--- config.mk ---
export PLATFORM = sky130hd
export DESIGN_NAME = ckum_sharpen
export DESIGN_NICKNAME = d
export VERILOG_FILES = /design/src/sv/ckum_pkg.sv /design/src/sv/ckum_sharpen.sv
export SDC_FILE = /design/constraint.sdc
export NUM_CORES = 1
export LEC_CHECK = 0
export BUFFER_PORTS_ARGS = -buffer_cell sky130_fd_sc_hd__buf_4
export CAP_MARGIN = 20
export CORE_MARGIN = 2
export CORE_UTILIZATION = 40
export DETAILED_ROUTE_END_ITERATION = 7
export SLEW_MARGIN = 20
export SYNTH_ARGS = -nofsm -noshare
export SYNTH_HDL_FRONTEND = slang
export SYNTH_SLANG_ARGS = --single-unit
export TNS_END_PERCENT = 1
--- constraint.sdc ---
create_clock -name vclk -period 29.3
set_input_delay 4.395 -clock vclk [all_inputs]
set_output_delay 4.395 -clock vclk [all_outputs]
set_load 0.02 [all_outputs]
--- src/sv/ckum_pkg.sv ---
package ckum_pkg;

    // Line store geometry
    localparam int MAX_WIDTH  = 2048;
    localparam int MAX_HEIGHT = 4096;
    localparam int COL_W      = $clog2(MAX_WIDTH);
    localparam int EW_W       = $clog2(MAX_WIDTH + 1);
    localparam int PEND_W     = $clog2(MAX_WIDTH + 2);
    localparam int ROW_W      = $clog2(MAX_HEIGHT);
    localparam int EH_W       = $clog2(MAX_HEIGHT + 1);

    // Register and field widths
    localparam int GAIN_W     = 9;
    localparam int FW_W       = 12;
    localparam int FH_W       = 13;
    localparam int CH_N       = 3;
    localparam int CH_W       = 8;
    localparam int CFG_IDX_W  = 2;
    localparam int CFG_DATA_W = 13;

    // Sharpen arithmetic widths
    localparam int FRAC_W     = 10;
    localparam int SUM_W      = CH_W + 2;
    localparam int DIFF_W     = CH_W + 3;
    localparam int PROD_W     = DIFF_W + GAIN_W + 1;
    localparam int ACC_W      = PROD_W + 1;

    typedef logic [COL_W-1:0]      t_col;
    typedef logic [EW_W-1:0]       t_ew;
    typedef logic [PEND_W-1:0]     t_pend;
    typedef logic [ROW_W-1:0]      t_row;
    typedef logic [EH_W-1:0]       t_eh;
    typedef logic [GAIN_W-1:0]     t_gain;
    typedef logic [FW_W-1:0]       t_fw;
    typedef logic [FH_W-1:0]       t_fh;
    typedef logic [CH_W-1:0]       t_chan;
    typedef logic [CFG_IDX_W-1:0]  t_cfg_idx;
    typedef logic [CFG_DATA_W-1:0] t_cfg_data;
    typedef logic [1:0]            t_src;

    typedef logic [SUM_W-1:0]         t_sum;
    typedef logic signed [DIFF_W-1:0] t_diff;
    typedef logic signed [PROD_W-1:0] t_prod;
    typedef logic signed [ACC_W-1:0]  t_acc;

    // Pixel: channel 0 red, 1 green, 2 blue
    typedef logic [CH_N-1:0][CH_W-1:0] t_rgb;

    // Cross neighbourhood of one output pixel
    typedef struct packed {
        t_rgb up;
        t_rgb left;
        t_rgb center;
        t_rgb right;
        t_rgb down;
    } t_win;

    // Register indexes
    localparam t_cfg_idx CFG_GAIN   = 2'd0;
    localparam t_cfg_idx CFG_WIDTH  = 2'd1;
    localparam t_cfg_idx CFG_HEIGHT = 2'd2;

    // Register reset values
    localparam t_gain GAIN_RESET = 9'd0;
    localparam t_fw   FW_RESET   = 12'd2048;
    localparam t_fh   FH_RESET   = 13'd1;

    // Item operations
    localparam logic OP_PIXEL = 1'b0;
    localparam logic OP_DRAIN = 1'b1;

    // Source of the centre pixel in the compute stage
    localparam t_src SRC_WIN  = 2'd0;
    localparam t_src SRC_RD   = 2'd1;
    localparam t_src SRC_HOLD = 2'd2;

endpackage

--- src/sv/ckum_sharpen.sv ---
module ckum_sharpen (
    input  ckum_pkg::t_win  i_win,
    input  ckum_pkg::t_gain i_gain,
    input  logic            i_inner,
    output ckum_pkg::t_rgb  o_px
);

    // One channel: centre + (4*centre - cross sum) * gain / 1024, clamped to 0..255
    function automatic ckum_pkg::t_chan sharpen_chan(
        input ckum_pkg::t_chan c,
        input ckum_pkg::t_chan u,
        input ckum_pkg::t_chan d,
        input ckum_pkg::t_chan l,
        input ckum_pkg::t_chan r,
        input ckum_pkg::t_gain g
    );
        ckum_pkg::t_sum  sum;
        ckum_pkg::t_diff diff;
        ckum_pkg::t_prod prod;
        ckum_pkg::t_acc  acc;
        ckum_pkg::t_chan res;
        sum  = ckum_pkg::t_sum'(u) + ckum_pkg::t_sum'(d)
             + ckum_pkg::t_sum'(l) + ckum_pkg::t_sum'(r);
        diff = ckum_pkg::t_diff'({c, 2'b00}) - ckum_pkg::t_diff'(sum);
        prod = ckum_pkg::t_prod'(diff) * ckum_pkg::t_prod'({1'b0, g});
        acc  = ckum_pkg::t_acc'(prod)
             + ckum_pkg::t_acc'({c, {ckum_pkg::FRAC_W{1'b0}}});
        if (acc[ckum_pkg::ACC_W-1]) begin
            res = '0;
        end else if (|acc[ckum_pkg::ACC_W-2:ckum_pkg::FRAC_W+ckum_pkg::CH_W]) begin
            res = '1;
        end else begin
            res = acc[ckum_pkg::FRAC_W+ckum_pkg::CH_W-1:ckum_pkg::FRAC_W];
        end
        return res;
    endfunction

    // Sharpen inner pixels per channel, pass border pixels through
    always_comb begin
        for (int k = 0; k < ckum_pkg::CH_N; k++) begin
            if (i_inner) begin
                o_px[k] = sharpen_chan(i_win.center[k], i_win.up[k], i_win.down[k],
                                       i_win.left[k], i_win.right[k], i_gain);
            end else begin
                o_px[k] = i_win.center[k];
            end
        end
    end

endmodule

-- After elaboration in Yosys (flattened, before gate mapping)
Index checks and enable logic that the tools add are counted.
- output and inout bits: 24
- word-level logic and storage cells: 30
- register bits after elaboration: 0
- input bits: 130
- multiplexer cells: 9
- reductions and logical operators: 3
- add/sub/neg operators: 15
- multipliers: 3
- operator list (operator ; number):
    $mux W8 ; 9
    $add A21 B19 Y22 ; 3
    $mul A11 B10 Y21 ; 3
    $sub A10 B10 Y11 ; 3
    $add A10 B8 Y10 ; 3
    $add A9 B8 Y10 ; 3
    $add A8 B8 Y9 ; 3
    $reduce_or A3 Y1 ; 3

-- Logic depth before layout (Yosys ltp)
Gate-level depths: netlist of run 1.
- word-level depth: 10
- depth in mapped cells: 36
- gate-level depth less buffers: 34

-- Worst setup path before layout of run 1
Ideal clock, no wire load.
- kind: input to output
- start point: input port i_win[9] in the netlist's numbering
- end point: output port o_px[12] in the netlist's numbering
- arrival: 12.773 ns
- stages on the path: 34
- setup slack: 12.132 ns
- path buffers: 2
- data required time: 24.905 ns
- cells stage by stage: inv_1 > fa_1 > inv_1 > fa_1 > inv_1 > ha_1 > fa_1 > a21o_1 > a21oi_1 > o21ai_0 > a21oi_1 > o21bai_1 > a21oi_1 > o21a_1 > clkbuf_1 > o21ai_0 > fa_1 > inv_1 > fa_1 > fa_1 > fa_1 > inv_1 > fa_1 > inv_1 > ha_1 > clkbuf_1 > nand2_1 > a2111oi_2 > nand3_1 > or3_1 > a32oi_1 > mux2i_1 > a21oi_1 > a31oi_1
- RTL lines (item ; line ; source):
    start, declared ; ckum_sharpen.sv:2 ; input ckum_pkg::t_win i_win,
    end, declared ; ckum_sharpen.sv:5 ; output ckum_pkg::t_rgb o_px

==> results of run 1 <==
## cell usage after synthesis, types with 2 or more instances
cell,n
nand2_1,155
or2_2,12
o21a_1,18
o2bb2ai_1,3
o211ai_1,5
fa_1,342
o41a_1,2
inv_1,567
o21ai_1,4
and2_1,150
mux2_2,12
nand4_1,6
o21bai_1,8
nor3_1,15
nor4_1,6
clkbuf_1,47
a21oi_1,61
mux2i_1,11
o21ai_0,38
buf_1,2
nand2b_1,21
and3_1,4
or3_1,12
a211o_1,8
nor2_1,70
a31oi_1,9
xor2_1,24
nand3_1,9
buf_2,6
a21boi_0,3
a211oi_1,9
o31ai_1,3
a21o_1,44
o21ba_2,2
a2111oi_0,10
o22ai_1,10
ha_1,216
nor2b_1,7
xnor2_1,48
## area by class of cell
| type | instances | area [sq um] | area share (%) |
|---|---|---|---|
| repair buffers | 163 | 1220 | 6.59 |
| well taps | 539 | 674 | 3.63 |
| multi-input cells | 1382 | 14500 | 78.3 |
| inverters | 567 | 2130 | 11.5 |
## routing by layer
layer / global-route usage (%) / up-vias / part of all wire (%)
li1: - / 6299 / -
met1: 25.3 / 6478 / 45
met2: 33.9 / 217 / 51
met3: 0.748 / 23 / 3.0
met4: 2.47 / 0 / 1.3
met5: 0 / - / 0
## metrics by stage
| step | cells | worst slack, ns |
|---|---|---|
| 2_1_floorplan | 2004 | 12.13 |
| 3_3_place_gp | 2651 | 11.56 |
| 3_5_place_dp | 2651 | 11.30 |
| 4_1_cts | 2651 | 11.31 |
| 5_1_grt | 2651 | 10.55 |
| 6_report | 2651 | 11.34 |
## critical path: cells and delay by family
family | cells | cell delay, ns
simple gates | 4 | 0.69
fa+ha+maj | 10 | 4.59
buf+inv | 8 | 0.55
mux | 1 | 0.67
compound gates | 11 | 2.66
## logic make-up after synthesis
family	share of synthesized area [%]
buffers and inverters	13.9
adders and majority gates	56.5
and+or+nand+nor	14.3
AOI/OAI and AO/OA	10.1
xor gates and xnor gates	3.73
muxes	1.45
## worst max-delay path by stage
stage	to	slack, ns	cells past startpoint
floorplan	o_px[12]	12.13	34
global placement	o_px[13]	11.56	34
detailed placement	o_px[8]	11.30	34
CTS	o_px[8]	11.31	35
global route	o_px[12]	10.55	34
finish	o_px[8]	11.34	34
==> run summary, run 1 <==
Status - complete, no violations
WL final - 38.9 mm
Crit path from - i_win[9]
FMAX - 55.7 MHz
Fillers - 4229
IO Count - 154
Final period util - 61.3%
Unique cell type count in the Yosys netlist - 64
Crit path capture type - primary output
Max-slew violations - 0
Initial antenna violation count - 0
DR vias/cell - 4.91
Sequential fraction of the synthesis area - 0%
Slowest cell on crit path - mux2i_1
Hold depth - 3
# rows - 75
Min-Delay Endpoint - o_px[23]
GR Overflow Total - 0
Final Instance Area - 18600 sq um
Mean area per synthesized cell - 8.43 sq um
RSZ-0062 raised after global routing - no
Most Frequent Cell on Critical Path - fa_1
Die area - 43900 sq um
Most common library cell in the layout ignoring fill and taps - inv_1
Iter 0 DRT Violations - 485
Synth warn - 0
Commonest non-fill, non-tap cells in the layout - inv_1, fa_1, ha_1, buf_4, nand2_1
Die W - 209 um
Post-DP HPWL - 32.8 mm
Post-Syn Area - 16900 sq um
Final GP Congestion - 0.870
FF/Latch Area - 0 sq um
Final design utilization - 44.4%
Die height - 209 um
Aggregate global-route resource usage - 18.6%
Final Hold Fails - 0
Final setup TNS - 0 ns
Hold slack - 9.15 ns
Worst-Margin Slew - 1.05 ns
Worst Hold Class - in -> out
Routed len/inst - 14.7 um
DRC Markers - 0
CP Max Fanout - 14
Hold Buf Count CTS - 0
Core Area - 41900 sq um
Max_cap viols - 0
Vias in the first global route - 14.0k
Post-CTS Setup Inserts - 0
Hold Crit Start - i_win[71]
FFs & Latches - 0
Clkbuf count - 0
Largest stage delay, worst path - 0.67 ns
IO Port Bufs - 154
CTS resizes - 0
Nets - 2802
CP arrival - 13.56 ns
Ratio of cells with drive above 1 in the final layout - 9.42%
Startpoint types - input pin
Synth top area share - 40.5%
First-pass GRT wire length - 68.2 mm
Required @ worst endpoint - 24.90 ns
Number of nets still failing antenna checks after routing - 0
Area Growth Syn to Fin - 9.97%
Largest net degree at the start of global routing - 36
Finish-stage setup viols - 0
Starting Density - 40.4%
Placed Area - 18600 sq um
Final period demand of the worst path - 17.96 ns
Relative slew slack - 29.4%
DRT Pass-1 Iters - 5
Largest cells by area after synthesis - fa_1, ha_1, inv_1
Leading area contributor after synthesis - fa_1
Net Count, Synth - 2692
Mapped Cells - 2004
Critical path class - in -> out
Diodes inserted - 0
Routed via count - 13.0k
Power of run 1 is left out: the tool's default activity adds up to more than one toggle a clock period on the data nets, which glitch-free logic cannot reach.
==> run 2: changes to the inputs <==
==> constraint.sdc (replaced) <==
create_clock -name vclk -period 18.7
set_input_delay 2.805 -clock vclk [all_inputs]
set_output_delay 2.805 -clock vclk [all_outputs]
set_load 0.02 [all_outputs]
==> run summary, run 2 (same netlist as run 1, synthesis figures left out) <==
Status - complete, no violations
Largest stage delay, worst path - 0.68 ns (about the same)
Ratio of cells with drive above 1 in the final layout - 9.47% (+0.047 points)
Routed via count - 13.1k (+0.40%)
Pre-CTS WS - 3.88 ns (-7.43 ns)
Worst-Margin Slew - 1.04 ns (-0.0124 ns)
RSZ-0062 raised after global routing - no
CTS resizes - 0 (unchanged)
Slowest cell on crit path - mux2i_1
GR Overflow Total - 0 (unchanged)
Final period demand of the worst path - 14.81 ns
IO Count - 154 (unchanged)
Die W - 209 um (unchanged)
Final setup TNS - 0 ns (unchanged)
Most common library cell in the layout ignoring fill and taps - inv_1
Relative slew slack - 30.2% (+0.84 points)
Max_cap viols - 0 (unchanged)
DRT Pass-1 Iters - 6 (+1)
IO Port Bufs - 154 (unchanged)
Nets - 2802 (unchanged)
Required @ worst endpoint - 15.89 ns (-9.01 ns)
Iter 0 DRT Violations - 444 (-8.5%)
Starting Density - 40.4% (unchanged)
Crit path capture type - primary output
Final period util - 79.2%
Die area - 43900 sq um (unchanged)
CP Max Fanout - 14 (unchanged)
Hold Buf Count CTS - 0 (unchanged)
Worst Hold Class - in -> out
Vias in the first global route - 14.0k (+0.16%)
Startpoint types - input pin
Initial antenna violation count - 0 (unchanged)
FMAX - 67.5 MHz
First-pass GRT wire length - 67.9 mm (-0.38%)
Area Growth Syn to Fin - 10.0% (about the same)
Die height - 209 um (unchanged)
DR vias/cell - 4.93 (+0.40%)
Post-DP HPWL - 32.8 mm (about the same)
Final GP Congestion - 0.870 (unchanged)
Crit path from - i_win[9]
# rows - 75 (unchanged)
FFs & Latches - 0 (unchanged)
Final Hold Fails - 0 (unchanged)
Critical path class - in -> out
CP arrival - 12.00 ns (-1.56 ns)
Post-CTS Setup Inserts - 0 (unchanged)
DRC Markers - 0 (unchanged)
Max-slew violations - 0 (unchanged)
Number of nets still failing antenna checks after routing - 0 (unchanged)
Clkbuf count - 0 (unchanged)
Core Area - 41900 sq um (unchanged)
Largest net degree at the start of global routing - 36 (unchanged)
Post-route setup slack - 3.89 ns (-7.45 ns)
Hold Crit Start - i_win[71]
Fillers - 4246 (+0.40%)
FF/Latch Area - 0 sq um (unchanged)
Final design utilization - 44.4% (about the same)
Finish-stage setup viols - 0 (unchanged)
Aggregate global-route resource usage - 18.6% (-0.043 points)
Commonest non-fill, non-tap cells in the layout - inv_1, fa_1, ha_1, buf_4, nand2_1
Diodes inserted - 0 (unchanged)
WL final - 38.9 mm (about the same)
Routed len/inst - 14.7 um (about the same)
Most Frequent Cell on Critical Path - fa_1
==> run 2: cell counts in the layout (fill, tap and decap cells not counted) <==
Identical to the previous run, type by type.
==> run 2: final timing paths <==
check / endpoint / slack (ns) / cells after the start
worst max-delay path: o_px[12] / 3.89 / 34
worst min-delay path: o_px[23] / 5.98 / 3
==> run 2: per-stage QoR <==
stage               instance area, sq um  cells  hold slack [ns]
detailed placement                 18600   2651             5.98
floorplan                          16900   2004             5.79
finish                             18600   2651             5.98
CTS                                18600   2651             5.98
global placement                   18600   2651             5.98
global route                       18600   2651             6.00
==> run 2: metal layers <==
metal / share of wire (%) / GRT usage, %
met2: 51 / 34.1
met5: 0 / 0
met1: 45 / 25.0
met3: 3.0 / 0.703
met4: 1.3 / 2.45
==> run 2: critical path: cells and delay by family <==
kind / cells / cell delay, ns
buf+inv: 8 / 0.54
simple gates: 3 / 0.57
fa+ha+maj: 10 / 4.60
mux: 1 / 0.68
compound gates: 12 / 2.82
==> run 2: layout make-up <==
cell class	instances	area, sq um	share of cell area [%]
inverters	567	2130	11.5
multi-input cells	1382	14600	78.3
well taps	539	674	3.63
repair buffers	163	1220	6.59
Power of run 2 is left out for the same reason.
==> run 3: changes to the inputs <==
==> constraint.sdc (replaced) <==
create_clock -name vclk -period 14.2
set_input_delay 2.13 -clock vclk [all_inputs]
set_output_delay 2.13 -clock vclk [all_outputs]
set_load 0.02 [all_outputs]
==> run summary, run 3 (same netlist as run 1, synthesis figures left out) <==
Max_cap viols - 0 (unchanged)
Iter 0 DRT Violations - 407 (-8.3%)
Startpoint types - input pin
Routed len/inst - 14.5 um (-1.4%)
Status - complete, no violations
Post-DP HPWL - 32.6 mm (-0.51%)
Die height - 209 um (unchanged)
Vias in the first global route - 14.0k (-0.55%)
Min-Delay Endpoint - o_px[23]
Final GP Congestion - 0.856 (-1.6%)
Multi-input logic area - 14500 sq um (about the same)
Worst-Margin Slew - 1.01 ns (-0.0312 ns)
Largest stage delay, worst path - 0.66 ns (-0.02 ns)
Area Growth Syn to Fin - 10.2%
Worst Hold Class - in -> out
Slowest cell on crit path - mux2i_1
Most common library cell in the layout ignoring fill and taps - inv_1
Core Area - 41900 sq um (unchanged)
Routed via count - 13.1k (+0.20%)
IO Port Bufs - 154 (unchanged)
Hold slack - 4.62 ns (-1.35 ns)
Starting Density - 40.4% (unchanged)
DR vias/cell - 4.93 (about the same)
GR Overflow Total - 0 (unchanged)
FFs & Latches - 0 (unchanged)
First-pass GRT wire length - 67.7 mm (-0.28%)
DRT Pass-1 Iters - 5 (-1)
Crit path capture type - primary output
Die W - 209 um (unchanged)
Post-CTS Setup Inserts - 0 (unchanged)
Clkbuf count - 0 (unchanged)
IO Count - 154 (unchanged)
CP Max Fanout - 14 (unchanged)
WL final - 38.5 mm (-1.2%)
Diodes inserted - 0 (unchanged)
Most Frequent Cell on Critical Path - fa_1
Hold depth - 3 (unchanged)
CP arrival - 11.30 ns (-0.70 ns)
Nets - 2807 (+0.18%)
# rows - 75 (unchanged)
Crit path max-delay family - adder cells
Final period util - 94.6%
Finish-stage setup viols - 0 (unchanged)
Final setup TNS - 0 ns (unchanged)
Hold Crit Start - i_win[71]
Max-slew violations - 0 (unchanged)
DRC Markers - 0 (unchanged)
Relative slew slack - 32.6% (+2.4 points)
Crit path buf inv count - 8 (unchanged)
CTS resizes - 0 (unchanged)
Critical path class - in -> out
Hold Buf Count CTS - 0 (unchanged)
Number of nets still failing antenna checks after routing - 0 (unchanged)
Aggregate global-route resource usage - 18.6% (-0.039 points)
Initial antenna violation count - 0 (unchanged)
Fillers - 4206 (-0.94%)
Final Hold Fails - 0 (unchanged)
Largest net degree at the start of global routing - 36 (unchanged)
FMAX - 74.5 MHz
FF/Latch Area - 0 sq um (unchanged)
Ratio of cells with drive above 1 in the final layout - 9.64% (+0.17 points)
RSZ-0062 raised after global routing - no
Die area - 43900 sq um (unchanged)
Final period demand of the worst path - 13.43 ns
Required @ worst endpoint - 12.07 ns (-3.82 ns)
Commonest non-fill, non-tap cells in the layout - inv_1, fa_1, ha_1, buf_4, nand2_1
run 3: final cells by class:
type | count | share of cell area, %
multi-input cells | 1382 | 78.2
well taps | 539 | 3.62
repair buffers | 168 | 6.78
inverters | 567 | 11.4
run 3: stage by stage:
| stage | setup slack [ns] | std cells | util [%] | instance area [sq um] |
|---|---|---|---|---|
| 6_report | 0.771 | 2656 | 44.5 | 18600 |
| 5_1_grt | 0.0563 | 2656 | 44.5 | 18600 |
| 4_1_cts | 0.726 | 2655 | 44.4 | 18600 |
| 3_5_place_dp | 0.750 | 2655 | 44.4 | 18600 |
| 3_3_place_gp | 0.965 | 2655 | 44.4 | 18600 |
| 2_1_floorplan | 1.56 | 2004 | - | 16900 |
run 3: how the worst max path moves through the flow:
stage / from / to / cells after the start
floorplan: i_win[9] / o_px[12] / 34
detailed placement: i_win[9] / o_px[12] / 34
global route: i_win[9] / o_px[12] / 34
CTS: i_win[9] / o_px[12] / 34
finish: i_win[9] / o_px[8] / 34
global placement: i_win[9] / o_px[13] / 34
run 3: layer usage:
layer | GRT usage [%] | up-vias | share of wire (%)
li1 | - | 6315 | -
met1 | 25.3 | 6517 | 45
met2 | 33.8 | 231 | 51
met3 | 0.718 | 32 | 2.8
met4 | 2.27 | 0 | 1.3
met5 | 0 | - | 0
Power of run 3 is left out for the same reason.
